## src/rtl/pcmrms_pkg.sv

```systemverilog
`timescale 1ns / 1ps

package pcmrms_pkg;

  // Field widths
  localparam int WORD_W   = 32;
  localparam int SAMPLE_W = 16;
  localparam int SQ_W     = 31;
  localparam int SUM_W    = 47;
  localparam int LEN_W    = 17;
  localparam int RMS_W    = 24;

  // Alignment and window limits
  localparam int ALIGN_SHIFT = 11;
  localparam int MAX_WINDOW  = 65536;
  localparam logic [LEN_W-1:0] WINLEN_RESET = LEN_W'(16000);
  localparam logic [LEN_W-1:0] WINLEN_MAX   = LEN_W'(MAX_WINDOW);
  localparam logic [LEN_W-1:0] WINLEN_MIN   = LEN_W'(1);

  localparam logic signed [SAMPLE_W-1:0] SAMPLE_MAX = 16'sh7FFF;
  localparam logic signed [SAMPLE_W-1:0] SAMPLE_MIN = 16'sh8000;

  // Queue between front and back
  localparam int QDEPTH = 2;
  localparam int QPTR_W = $clog2(QDEPTH);
  localparam int QCNT_W = $clog2(QDEPTH + 1);

  // Back-end divide and root
  localparam int FRAC_SHIFT = 16;
  localparam int DIV_STEPS  = SUM_W + FRAC_SHIFT;
  localparam int WK_W       = 64;
  localparam int ROOT_W     = WK_W / 2;
  localparam int ROOT_STEPS = WK_W / 2;
  localparam int RREM_W     = ROOT_W + 2;
  localparam int CNT_W      = $clog2(DIV_STEPS);

  typedef struct packed {
    logic signed [SAMPLE_W-1:0] sample;
    logic                       last;
    logic [SUM_W-1:0]           sum;
    logic [LEN_W-1:0]           len;
  } q_entry_t;

  typedef struct packed {
    logic     push;
    q_entry_t entry;
  } q_push_t;

  typedef struct packed {
    logic     valid;
    q_entry_t entry;
  } q_head_t;

  // Arithmetic shift right, then clamp to signed 16 bits
  function automatic logic signed [SAMPLE_W-1:0] align_sat(input logic [WORD_W-1:0] w);
    logic signed [WORD_W-1:0] sh;
    logic signed [SAMPLE_W-1:0] res;
    sh = $signed(w) >>> ALIGN_SHIFT;
    if (sh[WORD_W-1:SAMPLE_W-1] == {(WORD_W-SAMPLE_W+1){sh[WORD_W-1]}}) begin
      res = sh[SAMPLE_W-1:0];
    end else if (sh[WORD_W-1]) begin
      res = SAMPLE_MIN;
    end else begin
      res = SAMPLE_MAX;
    end
    return res;
  endfunction

  // Clamp a written window length to the supported range
  function automatic logic [LEN_W-1:0] eff_len(input logic [LEN_W-1:0] v);
    logic [LEN_W-1:0] res;
    if (v == '0) begin
      res = WINLEN_MIN;
    end else if (v > WINLEN_MAX) begin
      res = WINLEN_MAX;
    end else begin
      res = v;
    end
    return res;
  endfunction

endpackage

```

## src/rtl/pcm_align_saturate_rms_meter.sv

```systemverilog
`timescale 1ns / 1ps
// Channel   Ports                                   Handshake
// input     in_left_word                            in_push / in_full
// result    out_sample, out_window_last, out_rms    out_empty / out_pop
// config    cfg_window_len                          cfg_wr_en
//
// An ordinary word passes from the front stage register through the queue to the result register;
// the front takes one word a cycle while the two-entry queue has room.
// A window-closing word holds the back part through a load step, the divide steps
// and the root steps; words behind it wait in the queue.
// Reset (rst_n low, synchronous) empties both sides and loads window length 16000.
// A full result stage stalls the back part; a full queue and front stage raise in_full.

module pcm_align_saturate_rms_meter import pcmrms_pkg::*; (
  input  logic                       clk,
  input  logic                       rst_n,
  input  logic                       in_push,
  output logic                       in_full,
  input  logic [WORD_W-1:0]          in_left_word,
  output logic                       out_empty,
  input  logic                       out_pop,
  output logic signed [SAMPLE_W-1:0] out_sample,
  output logic                       out_window_last,
  output logic [RMS_W-1:0]           out_rms,
  input  logic                       cfg_wr_en,
  input  logic [LEN_W-1:0]           cfg_window_len
);

  q_push_t q_wr;
  q_head_t q_head;
  logic    q_full;
  logic    q_pop;

  pcmrms_front u_front (
    .clk            (clk),
    .rst_n          (rst_n),
    .in_push        (in_push),
    .in_full        (in_full),
    .in_left_word   (in_left_word),
    .cfg_wr_en      (cfg_wr_en),
    .cfg_window_len (cfg_window_len),
    .q_full         (q_full),
    .q_wr           (q_wr)
  );

  pcmrms_queue u_queue (
    .clk    (clk),
    .rst_n  (rst_n),
    .q_wr   (q_wr),
    .q_full (q_full),
    .q_head (q_head),
    .q_pop  (q_pop)
  );

  pcmrms_back u_back (
    .clk             (clk),
    .rst_n           (rst_n),
    .q_head          (q_head),
    .q_pop           (q_pop),
    .out_empty       (out_empty),
    .out_pop         (out_pop),
    .out_sample      (out_sample),
    .out_window_last (out_window_last),
    .out_rms         (out_rms)
  );

endmodule

```

## src/rtl/pcmrms_front.sv

```systemverilog
`timescale 1ns / 1ps

module pcmrms_front import pcmrms_pkg::*; (
  input  logic              clk,
  input  logic              rst_n,
  input  logic              in_push,
  output logic              in_full,
  input  logic [WORD_W-1:0] in_left_word,
  input  logic              cfg_wr_en,
  input  logic [LEN_W-1:0]  cfg_window_len,
  input  logic              q_full,
  output q_push_t           q_wr
);

  logic                       s1_v_r, s1_v_nxt;
  logic signed [SAMPLE_W-1:0] s1_sample_r, s1_sample_nxt;
  logic [SQ_W-1:0]            s1_sq_r, s1_sq_nxt;
  logic [SUM_W-1:0]           sum_r, sum_nxt;
  logic [LEN_W-1:0]           cnt_r, cnt_nxt;
  logic [LEN_W-1:0]           len_r, len_nxt;

  logic                       accept;
  logic                       advance;
  logic signed [SAMPLE_W-1:0] aligned;
  logic signed [2*SAMPLE_W-1:0] prod;
  logic [SUM_W-1:0]           sum_add;
  logic [LEN_W-1:0]           cnt_inc;
  logic                       last;

  assign in_full = s1_v_r & q_full;
  assign accept  = in_push & ~in_full;
  assign advance = s1_v_r & ~q_full;

  // Stage 1: align, clamp and square the incoming word
  assign aligned = align_sat(in_left_word);
  assign prod    = aligned * aligned;

  // Stage 2: accumulate and close the window
  assign sum_add = sum_r + SUM_W'(s1_sq_r);
  assign cnt_inc = cnt_r + LEN_W'(1);
  assign last    = (cnt_inc >= len_r);

  always_comb begin
    s1_v_nxt      = accept | (s1_v_r & q_full);
    s1_sample_nxt = accept ? aligned : s1_sample_r;
    s1_sq_nxt     = accept ? prod[SQ_W-1:0] : s1_sq_r;
    sum_nxt       = sum_r;
    cnt_nxt       = cnt_r;
    len_nxt       = cfg_wr_en ? eff_len(cfg_window_len) : len_r;
    if (advance) begin
      sum_nxt = last ? '0 : sum_add;
      cnt_nxt = last ? '0 : cnt_inc;
    end
  end

  // Push the classified word into the queue
  always_comb begin
    q_wr.push         = advance;
    q_wr.entry.sample = s1_sample_r;
    q_wr.entry.last   = last;
    q_wr.entry.sum    = sum_add;
    q_wr.entry.len    = len_r;
  end

  always_ff @(posedge clk) begin
    if (!rst_n) begin
      s1_v_r <= 1'b0;
      sum_r  <= '0;
      cnt_r  <= '0;
      len_r  <= WINLEN_RESET;
    end else begin
      s1_v_r <= s1_v_nxt;
      sum_r  <= sum_nxt;
      cnt_r  <= cnt_nxt;
      len_r  <= len_nxt;
    end
    s1_sample_r <= s1_sample_nxt;
    s1_sq_r     <= s1_sq_nxt;
  end

endmodule

```

## src/rtl/pcmrms_queue.sv

```systemverilog
`timescale 1ns / 1ps

module pcmrms_queue import pcmrms_pkg::*; (
  input  logic    clk,
  input  logic    rst_n,
  input  q_push_t q_wr,
  output logic    q_full,
  output q_head_t q_head,
  input  logic    q_pop
);

  q_entry_t            mem_r [QDEPTH];
  logic [QPTR_W-1:0]   wr_ptr_r, wr_ptr_nxt;
  logic [QPTR_W-1:0]   rd_ptr_r, rd_ptr_nxt;
  logic [QCNT_W-1:0]   cnt_r, cnt_nxt;
  logic                do_push, do_pop;

  assign q_full       = (cnt_r == QCNT_W'(QDEPTH));
  assign q_head.valid = (cnt_r != '0);
  assign q_head.entry = mem_r[rd_ptr_r];

  assign do_push = q_wr.push & ~q_full;
  assign do_pop  = q_pop & q_head.valid;

  // Advance pointers and fill count
  always_comb begin
    wr_ptr_nxt = do_push ? wr_ptr_r + QPTR_W'(1) : wr_ptr_r;
    rd_ptr_nxt = do_pop ? rd_ptr_r + QPTR_W'(1) : rd_ptr_r;
    cnt_nxt    = cnt_r;
    if (do_push && !do_pop) begin
      cnt_nxt = cnt_r + QCNT_W'(1);
    end else if (!do_push && do_pop) begin
      cnt_nxt = cnt_r - QCNT_W'(1);
    end
  end

  always_ff @(posedge clk) begin
    if (!rst_n) begin
      wr_ptr_r <= '0;
      rd_ptr_r <= '0;
      cnt_r    <= '0;
    end else begin
      wr_ptr_r <= wr_ptr_nxt;
      rd_ptr_r <= rd_ptr_nxt;
      cnt_r    <= cnt_nxt;
    end
    if (do_push) begin
      mem_r[wr_ptr_r] <= q_wr.entry;
    end
  end

endmodule

```

## src/rtl/pcmrms_back.sv

```systemverilog
`timescale 1ns / 1ps

module pcmrms_back import pcmrms_pkg::*; (
  input  logic                       clk,
  input  logic                       rst_n,
  input  q_head_t                    q_head,
  output logic                       q_pop,
  output logic                       out_empty,
  input  logic                       out_pop,
  output logic signed [SAMPLE_W-1:0] out_sample,
  output logic                       out_window_last,
  output logic [RMS_W-1:0]           out_rms
);

  typedef enum logic [1:0] {
    ST_IDLE,
    ST_DIV,
    ST_ROOT
  } state_t;

  state_t                     state_r, state_nxt;
  logic [CNT_W-1:0]           cnt_r, cnt_nxt;
  logic [WK_W-1:0]            wk_r, wk_nxt;
  logic [LEN_W-1:0]           divisor_r, divisor_nxt;
  logic [LEN_W-1:0]           drem_r, drem_nxt;
  logic [RREM_W-1:0]          rrem_r, rrem_nxt;
  logic [ROOT_W-1:0]          root_r, root_nxt;
  logic signed [SAMPLE_W-1:0] hold_sample_r, hold_sample_nxt;

  logic                       out_v_r, out_v_nxt;
  logic signed [SAMPLE_W-1:0] out_sample_r, out_sample_nxt;
  logic                       out_last_r, out_last_nxt;
  logic [RMS_W-1:0]           out_rms_r, out_rms_nxt;

  logic                       out_free;
  logic [LEN_W:0]             drem_sh;
  logic                       div_ge;
  logic [RREM_W+1:0]          rrem_sh;
  logic [RREM_W+1:0]          trial;
  logic                       root_ge;
  logic [ROOT_W-1:0]          root_fin;
  logic [RMS_W-1:0]           rms_sat;

  assign out_empty       = ~out_v_r;
  assign out_sample      = out_sample_r;
  assign out_window_last = out_last_r;
  assign out_rms         = out_rms_r;

  assign out_free = ~out_v_r | out_pop;

  // Restoring divide step: one quotient bit a cycle
  assign drem_sh = {drem_r, wk_r[DIV_STEPS-1]};
  assign div_ge  = (drem_sh >= {1'b0, divisor_r});

  // Digit-by-digit square root step: one root bit a cycle
  assign rrem_sh  = {rrem_r, wk_r[WK_W-1 -: 2]};
  assign trial    = {2'b00, root_r, 2'b01};
  assign root_ge  = (rrem_sh >= trial);
  assign root_fin = {root_r[ROOT_W-2:0], root_ge};
  assign rms_sat  = (root_fin[ROOT_W-1:RMS_W] != '0) ? '1 : root_fin[RMS_W-1:0];

  always_comb begin
    state_nxt       = state_r;
    cnt_nxt         = cnt_r;
    wk_nxt          = wk_r;
    divisor_nxt     = divisor_r;
    drem_nxt        = drem_r;
    rrem_nxt        = rrem_r;
    root_nxt        = root_r;
    hold_sample_nxt = hold_sample_r;
    out_v_nxt       = out_v_r & ~out_pop;
    out_sample_nxt  = out_sample_r;
    out_last_nxt    = out_last_r;
    out_rms_nxt     = out_rms_r;
    q_pop           = 1'b0;
    case (state_r)
      ST_IDLE: begin
        if (q_head.valid && out_free) begin
          q_pop = 1'b1;
          if (!q_head.entry.last) begin
            // Pass an ordinary word straight to the output
            out_v_nxt      = 1'b1;
            out_sample_nxt = q_head.entry.sample;
            out_last_nxt   = 1'b0;
            out_rms_nxt    = '0;
          end else begin
            // Load the scaled sum for the divide
            state_nxt       = ST_DIV;
            cnt_nxt         = CNT_W'(DIV_STEPS - 1);
            wk_nxt          = {1'b0, q_head.entry.sum, {FRAC_SHIFT{1'b0}}};
            divisor_nxt     = q_head.entry.len;
            drem_nxt        = '0;
            hold_sample_nxt = q_head.entry.sample;
          end
        end
      end
      ST_DIV: begin
        drem_nxt = div_ge ? LEN_W'(drem_sh - {1'b0, divisor_r}) : drem_sh[LEN_W-1:0];
        wk_nxt   = {1'b0, wk_r[DIV_STEPS-2:0], div_ge};
        cnt_nxt  = cnt_r - CNT_W'(1);
        if (cnt_r == '0) begin
          state_nxt = ST_ROOT;
          cnt_nxt   = CNT_W'(ROOT_STEPS - 1);
          rrem_nxt  = '0;
          root_nxt  = '0;
        end
      end
      ST_ROOT: begin
        rrem_nxt = root_ge ? RREM_W'(rrem_sh - trial) : rrem_sh[RREM_W-1:0];
        root_nxt = root_fin;
        wk_nxt   = {wk_r[WK_W-3:0], 2'b00};
        cnt_nxt  = cnt_r - CNT_W'(1);
        if (cnt_r == '0) begin
          // Output register is free here: it was free when the window started
          state_nxt      = ST_IDLE;
          out_v_nxt      = 1'b1;
          out_sample_nxt = hold_sample_r;
          out_last_nxt   = 1'b1;
          out_rms_nxt    = rms_sat;
        end
      end
      default: begin
        state_nxt = ST_IDLE;
      end
    endcase
  end

  always_ff @(posedge clk) begin
    if (!rst_n) begin
      state_r <= ST_IDLE;
      out_v_r <= 1'b0;
    end else begin
      state_r <= state_nxt;
      out_v_r <= out_v_nxt;
    end
    cnt_r         <= cnt_nxt;
    wk_r          <= wk_nxt;
    divisor_r     <= divisor_nxt;
    drem_r        <= drem_nxt;
    rrem_r        <= rrem_nxt;
    root_r        <= root_nxt;
    hold_sample_r <= hold_sample_nxt;
    out_sample_r  <= out_sample_nxt;
    out_last_r    <= out_last_nxt;
    out_rms_r     <= out_rms_nxt;
  end

endmodule

```

## config.mk

```make
export PLATFORM = sky130hd
export DESIGN_NAME = pcm_align_saturate_rms_meter
export DESIGN_NICKNAME = d
export VERILOG_FILES = /design/src/rtl/pcmrms_pkg.sv /design/src/rtl/pcm_align_saturate_rms_meter.sv /design/src/rtl/pcmrms_front.sv /design/src/rtl/pcmrms_queue.sv /design/src/rtl/pcmrms_back.sv
export SDC_FILE = /design/constraint.sdc
export NUM_CORES = 1
export LEC_CHECK = 0
export BUFFER_PORTS_ARGS = -buffer_cell sky130_fd_sc_hd__buf_2
export CAP_MARGIN = 20
export CORE_UTILIZATION = 30
export CTS_BUF_LIST = sky130_fd_sc_hd__clkbuf_2
export CTS_CLUSTER_SIZE = 12
export DETAILED_ROUTE_END_ITERATION = 16
export GPL_ROUTABILITY_DRIVEN = 0
export PLACE_DENSITY = 0.52
export SYNTH_ARGS = -nofsm -noshare
export SYNTH_HDL_FRONTEND = slang
export SYNTH_SLANG_ARGS = --single-unit
```

## constraint.sdc

```tcl
create_clock -name clk -period 21.8 [get_ports clk]
set_clock_uncertainty 0.05 [all_clocks]
set_input_delay 3.27 -clock clk [delete_from_list [all_inputs] [get_ports clk]]
set_output_delay 3.27 -clock clk [all_outputs]
set_load 0.05 [all_outputs]
```

# Word-level counts from Yosys, hierarchy flattened
# Memory sizes are Yosys's and may differ from the RTL's. A register that Yosys moved wholly into a read port is not among the register bits.
# Index checks and enable logic that the tools add are counted.
# W data, S select, Z words.
op_classes:
  addsub: 9
  n_mul: 1
  order_cmp: 4
  eq_ne: 9
  mux: 52
  n_bitwise: 12
  reduce_logical: 21
ops:
  columns: ["op", "n"]
  rows:
  - ["$pmux W64 S3", 1]
  - ["$mux W64", 2]
  - ["$mux W17", 6]
  - ["$mux W24", 4]
  - ["$mux W16", 5]
  - ["$mux W34", 2]
  - ["$pmux W34 S2", 1]
  - ["$pmux W32 S2", 1]
  - ["$pmux W24 S2", 1]
  - ["$add A47 B31 Y47", 1]
  - ["$mux W47", 1]
  - ["$ge A36 B34 Y1", 1]
  - ["$pmux W17 S2", 1]
  - ["$sub A34 B34 Y34", 1]
  - ["$mux W32", 1]
  - ["$pmux W16 S2", 1]
  - ["$mul A16 B16 Y31", 1]
  - ["$ge A18 B17 Y1", 1]
  - ["$mux W6", 3]
  - ["$pmux W6 S3", 1]
  - ["$add A17 B1 Y17 const B", 1]
  - ["$ge A17 B17 Y1", 1]
  - ["$gt A17 B17 Y1 const B", 1]
  - ["$logic_not A17 Y1", 1]
  - ["other kinds (27)", 68]
totals:
  regBits: 363
  ramBits: 162
  input_bits: 54
  word_cells: 130
  memories: 1
mem_list:
  columns: ["name", "words", "word_bits", "read_ports", "rd_clocked_by_memory_dff", "write_ports", "line_no", "rtl"]
  rows:
  - ["u_queue.mem_r", 2, 81, 1, 1, 1, "pcmrms_queue.sv:12", "q_entry_t mem_r [QDEPTH];"]

# Longest topological paths before layout
logic_depth:
  word_depth: 9
  depth_mapped: 31
  ltp_nobuf: 29

# Hierarchy
# From an unflattened synthesis, not the netlist that was laid out.
unflattened:
  hier_cells: 3225
  hier_area_um2: 34637.0
by_module_without_submodules:
  columns: ["module", "n_inst", "cells_each", "area_per_inst_um2"]
  rows:
  - ["pcmrms_front", 1, 1792, 15969.1]
  - ["pcmrms_back", 1, 1156, 12559.5]
  - ["pcmrms_queue", 1, 277, 6108.4]

# Least setup slack after synthesis
# Ideal clock, no wire load.
synth_timing:
  kind: "in2reg"
  from: "input in_left_word[31]"
  to: "register u_front.s1_sq_r[27], data pin"
  setup_ns: 0.266
  t_arrival_ns: 10.055
  t_required_ns: 21.484
  setup_slack_ns: 11.429
  cell_stages: 26
  n_path_buf: 3
  cell_sequence: "buf_2 nor4_1 a21o_1 clkbuf_1 clkbuf_1 a21oi_1 inv_1 nand2_1 fa_1 inv_1 fa_1 fa_1 fa_1 fa_1 inv_1 fa_1 inv_1 ha_1 and3_1 and3_1 o2bb2ai_1 a211o_1 o21ai_0 a21oi_1 o41ai_1 xnor2_1"
synth_between:
  elab_chain_cells: 3
synth_lines:
  columns: ["element", "line_no", "rtl"]
  rows:
  - ["from (decl)", "pcm_align_saturate_rms_meter.sv:19", "input logic [WORD_W-1:0] in_left_word,"]
  - ["$eq A5 B5 Y1 / $mux W16 (equally long branches)", "pcmrms_pkg.sv:59, pcmrms_pkg.sv:61", null]
  - ["$mux W16 (*)", "pcmrms_pkg.sv:59", "if (sh[WORD_W-1:SAMPLE_W-1] == {(WORD_W-SAMPLE_W+1){sh[WORD_W-1]}}) begin"]
  - ["net u_front.aligned[12]", "pcmrms_front.sv:24", "logic signed [SAMPLE_W-1:0] aligned;"]
  - ["$mul A16 B16 Y31 (*)", "pcmrms_front.sv:36", "assign prod = aligned * aligned;"]
  - ["net u_front.prod[27]", "pcmrms_front.sv:25", "logic signed [2*SAMPLE_W-1:0] prod;"]
  - ["to (signal assigned)", "pcmrms_front.sv:78", "s1_sq_r <= s1_sq_nxt;"]
  - ["to (decl)", "pcmrms_front.sv:17", "logic [SQ_W-1:0] s1_sq_r, s1_sq_nxt;"]
# Mark *: on every way through the listed nets, which the timed path passes. The rest lies on a longest branch.
# A chain may end at the register's enable or synchronous reset.

# Worst setup path after layout
# Ends and elaborated chain as after synthesis.

==> results by group <==
Status
  • Outcome: finished clean

Critical path
  • Reg2Reg Depth: 17
  • Startpoint types: input port
  • Slowest CP cell: fa_1
  • Worst endpoint required time: 22.77 ns
  • Critical Path End Type: flip-flop
  • Slowest stage delay, CP: 0.54 ns
  • CP dominant cell by count: fa_1
  • CP arrival: 11.67 ns
  • CP startpoint: in_left_word[31]
  • Critical path class: in2reg
  • RR Startpoint: u_front.cnt_r[0]
  • Reg2reg end: u_front.cnt_r[11]
  • FF-to-FF setup slack: 16.66 ns
  • Crit path to: u_front.s1_sq_r[27]
  • Critical path fanouts, max: 23

Synthesis
  • Ys Warns: 0
  • Synth area leaders: edfxtp_1 38%, fa_1 14%, ha_1 6.9%, dfxtp_1 5.3%, inv_1 4.8%
  • Syn nets: 3,680
  • Seq cells post-synth: 524
  • Cell with the most instances after synthesis: inv_1
  • Seq/Total Area, Yosys: 0.433
  • Leading area contributor after synthesis: edfxtp_1
  • Async SR Flop Fraction: 0
  • Share of the synthesized area in the top cell type: 0.381
  • Synthesized instance count: 3,207
  • Main synth FF type: edfxtp_1
  • Top cells by instance count after synthesis: 439 x inv_1, 434 x edfxtp_1, 237 x nor2_1, 231 x fa_1, 231 x nand2_1
  • Synth Cell Area: 34,200 um^2
  • Distinct cells, synth: 92
  • Avg Cell Area, Syn: 10.7 um^2
  • Number of synthesized flops with an enable pin: 434

Clock tree
  • Post-CTS Hold Fix Bufs: 0
  • CTS H-tree lvls: 4
  • Post-CTS Resized: 0
  • Post-CTS Setup Bufs: 0
  • Root Driver: clkbuf_2
  • CTS tree: done
  • Worst skew pair latency: 1.28 ns
  • # clock sinks: 524
  • Clock Tree Buf Depth: 3
  • Clock buffers created by TritonCTS: 140
  • Worst-path clk slew: 0.10 ns

Drt
  • Post-route ant nets: 0
  • DR iter-0 viols: 1,063
  • Post-DR wirelength/cell: 15.5 um
  • DRC Markers: 0
  • DR pass1 iterations: 6
  • Vias: 23,433
  • Final wirelength: 76,600 um
  • Via/cell ratio: 4.73

Global route
  • Largest net degree at the start of global routing: 104
  • Initial antenna violation count: 3
  • Total grt overflow: 0
  • Tot GR Track Use: 0.134
  • First-pass GRT wire length: 125,000 um
  • Vias in the first global route: 23,879

Power and ir drop
  • Pint: 2.89 mW
  • Overall power: 5.03 mW
  • Max IR drop VDD: 0.147 mV
  • Seq pwr share: 0.312
  • Pwr dens: 133 nW/um^2
  • Sw Ratio: 0.426
  • Comb pwr share: 0.536
  • Clock share of power: 0.152
  • Total leakage power: 15.6 nW
  • Psw: 2.15 mW

Die
  • Io pins: 97
  • Starting Density: 0.304
  • Die outline width: 340 um
  • Die H: 340 um
  • Site row count: 123
  • Die area: 115,000 um^2
  • Core Footprint: 113,000 um^2

Timing
  • Final Max Tran Viols: 0
  • Min Tclk post-route: 10.70 ns
  • Slew of the pin with the lowest slew margin: 0.966 ns
  • Final Hold Violating Endpoints: 0
  • Final setup viols: 0
  • Slew margin rel.: 0.356
  • Maximum clock frequency: 93.4 MHz
  • Sum of negative setup slack: 0 ns
  • RSZ-0062 raised after global routing: no
  • Ratio of final minimum period to clock period: 0.491

Worst hold path
  • Hold Path Class: reg2reg

Job
  • Max_cap viols: 0

Cells and area
  • Layout area overhead: 10.6%
  • Layout cells sized above 1: 0.125
  • Nets: 3,813

Place
  • Number of port buffers: 85
  • HPWL after detailed placement: 54,100 um
[power groups by stage]
| stage | Sequential, mW | Clock [mW] | Combinational, mW |
|---|---|---|---|
| finish | 1.57 | 0.763 | 2.70 |
| global route | 1.59 | 0.848 | 3.07 |
| CTS | 1.57 | 0.804 | 2.74 |
| detailed placement | 1.60 | 0 | 2.72 |
| global placement | 1.59 | 0 | 2.71 |
| floorplan | 1.62 | 0 | 2.07 |
[routing by layer]
| layer | vias up | part of all wire | track usage |
|---|---|---|---|
| met5 | - | 0 | 0 |
| met4 | 0 | 0.019 | 0.0391 |
| met3 | 107 | 0.042 | 0.0283 |
| met2 | 408 | 0.47 | 0.219 |
| met1 | 11378 | 0.47 | 0.177 |
| li1 | 11540 | - | - |
[sequential cells by signal, indices dropped and copies added (netlist names), named ones only]
register	cells
u_back.cnt_r	6
u_back.divisor_r	17
u_back.drem_r	17
u_back.hold_sample_r	16
u_back.out_rms	24
u_back.out_sample	16
u_back.out_v_r	1
u_back.out_window_last	1
u_back.root_r	32
u_back.rrem_r	34
u_back.state_r	2
u_back.wk_r	64
u_front.cnt_r	17
u_front.len_r	17
u_front.s1_sample_r	15
u_front.s1_sq_r	30
u_front.s1_v_r	1
u_front.sum_r	47
u_queue.cnt_r	2
u_queue.mem_r	162
u_queue.rd_ptr_r	1
u_queue.wr_ptr_r	1
[metrics by stage]
step	instances	instance area, um^2	setup slack, ns	hold WS [ns]	util
after floorplan	3207	34200	11.43	0.371	-
after global placement	4695	36400	9.64	0.375	0.322
after detailed placement	4695	36400	9.50	0.383	0.322
after CTS	4945	37800	10.98	0.362	0.335
after global routing	4950	37900	10.76	0.392	0.336
final	4951	37900	11.10	0.369	0.336
[layout make-up]
type	count	area [um^2]
diodes	3	7.51
clock buffers	193	966
clock inverters	57	467
fillers	11522	74900
inverters	448	1680
multi-input cells	2105	17300
flip-flops and latches	524	14800
well taps	1500	1880
repair buffers	121	741
[critical path, delay by kind of cell]
| family | cells | cell delay, ns |
|---|---|---|
| compound gates | 7 | 2.09 |
| xor+xnor | 1 | 0.10 |
| fa+ha+maj | 7 | 3.40 |
| buf+inv | 9 | 1.58 |
| simple gates | 6 | 1.22 |
[logic make-up after synthesis]
kind of cell,share of synthesized area
adders and majority gates,0.204
and+or+nand+nor,0.111
xor gates and xnor gates,0.0371
DFF,0.433
muxes,0.0247
AOI/OAI and AO/OA,0.126
buffers and inverters,0.0643
[cell usage in the layout (no fill, tap or decap), types with 56 or more instances in the layout]
cell type / netlist / layout
inv_1: 439 / 437
edfxtp_1: 434 / 434
nor2_1: 237 / 232
fa_1: 231 / 231
nand2_1: 231 / 230
a21oi_1: 215 / 215
clkbuf_2: 0 / 193
ha_1: 188 / 185
xnor2_1: 97 / 97
o21ai_0: 96 / 94
dfxtp_1: 90 / 89
nand3_1: 88 / 88
buf_2: 7 / 85
nor2b_1: 62 / 61
a22oi_1: 58 / 58
a211oi_1: 56 / 56
[worst min path at each step]
stage / slack [ns] / to / cells after the start / startpoint
floorplan: 0.37 / u_queue.mem_r[0][66] / 0 / u_front.s1_sample_r[1]
global placement: 0.38 / u_queue.mem_r[0][71] / 0 / u_front.s1_sample_r[6]
detailed placement: 0.38 / u_queue.mem_r[0][71] / 0 / u_front.s1_sample_r[6]
CTS: 0.36 / u_queue.mem_r[1][79] / 0 / u_front.s1_sample_r[14]
global route: 0.39 / u_queue.mem_r[1][79] / 0 / u_front.s1_sample_r[14]
finish: 0.37 / u_queue.mem_r[1][79] / 0 / u_front.s1_sample_r[14]
(Power assumes the default switching activity.)
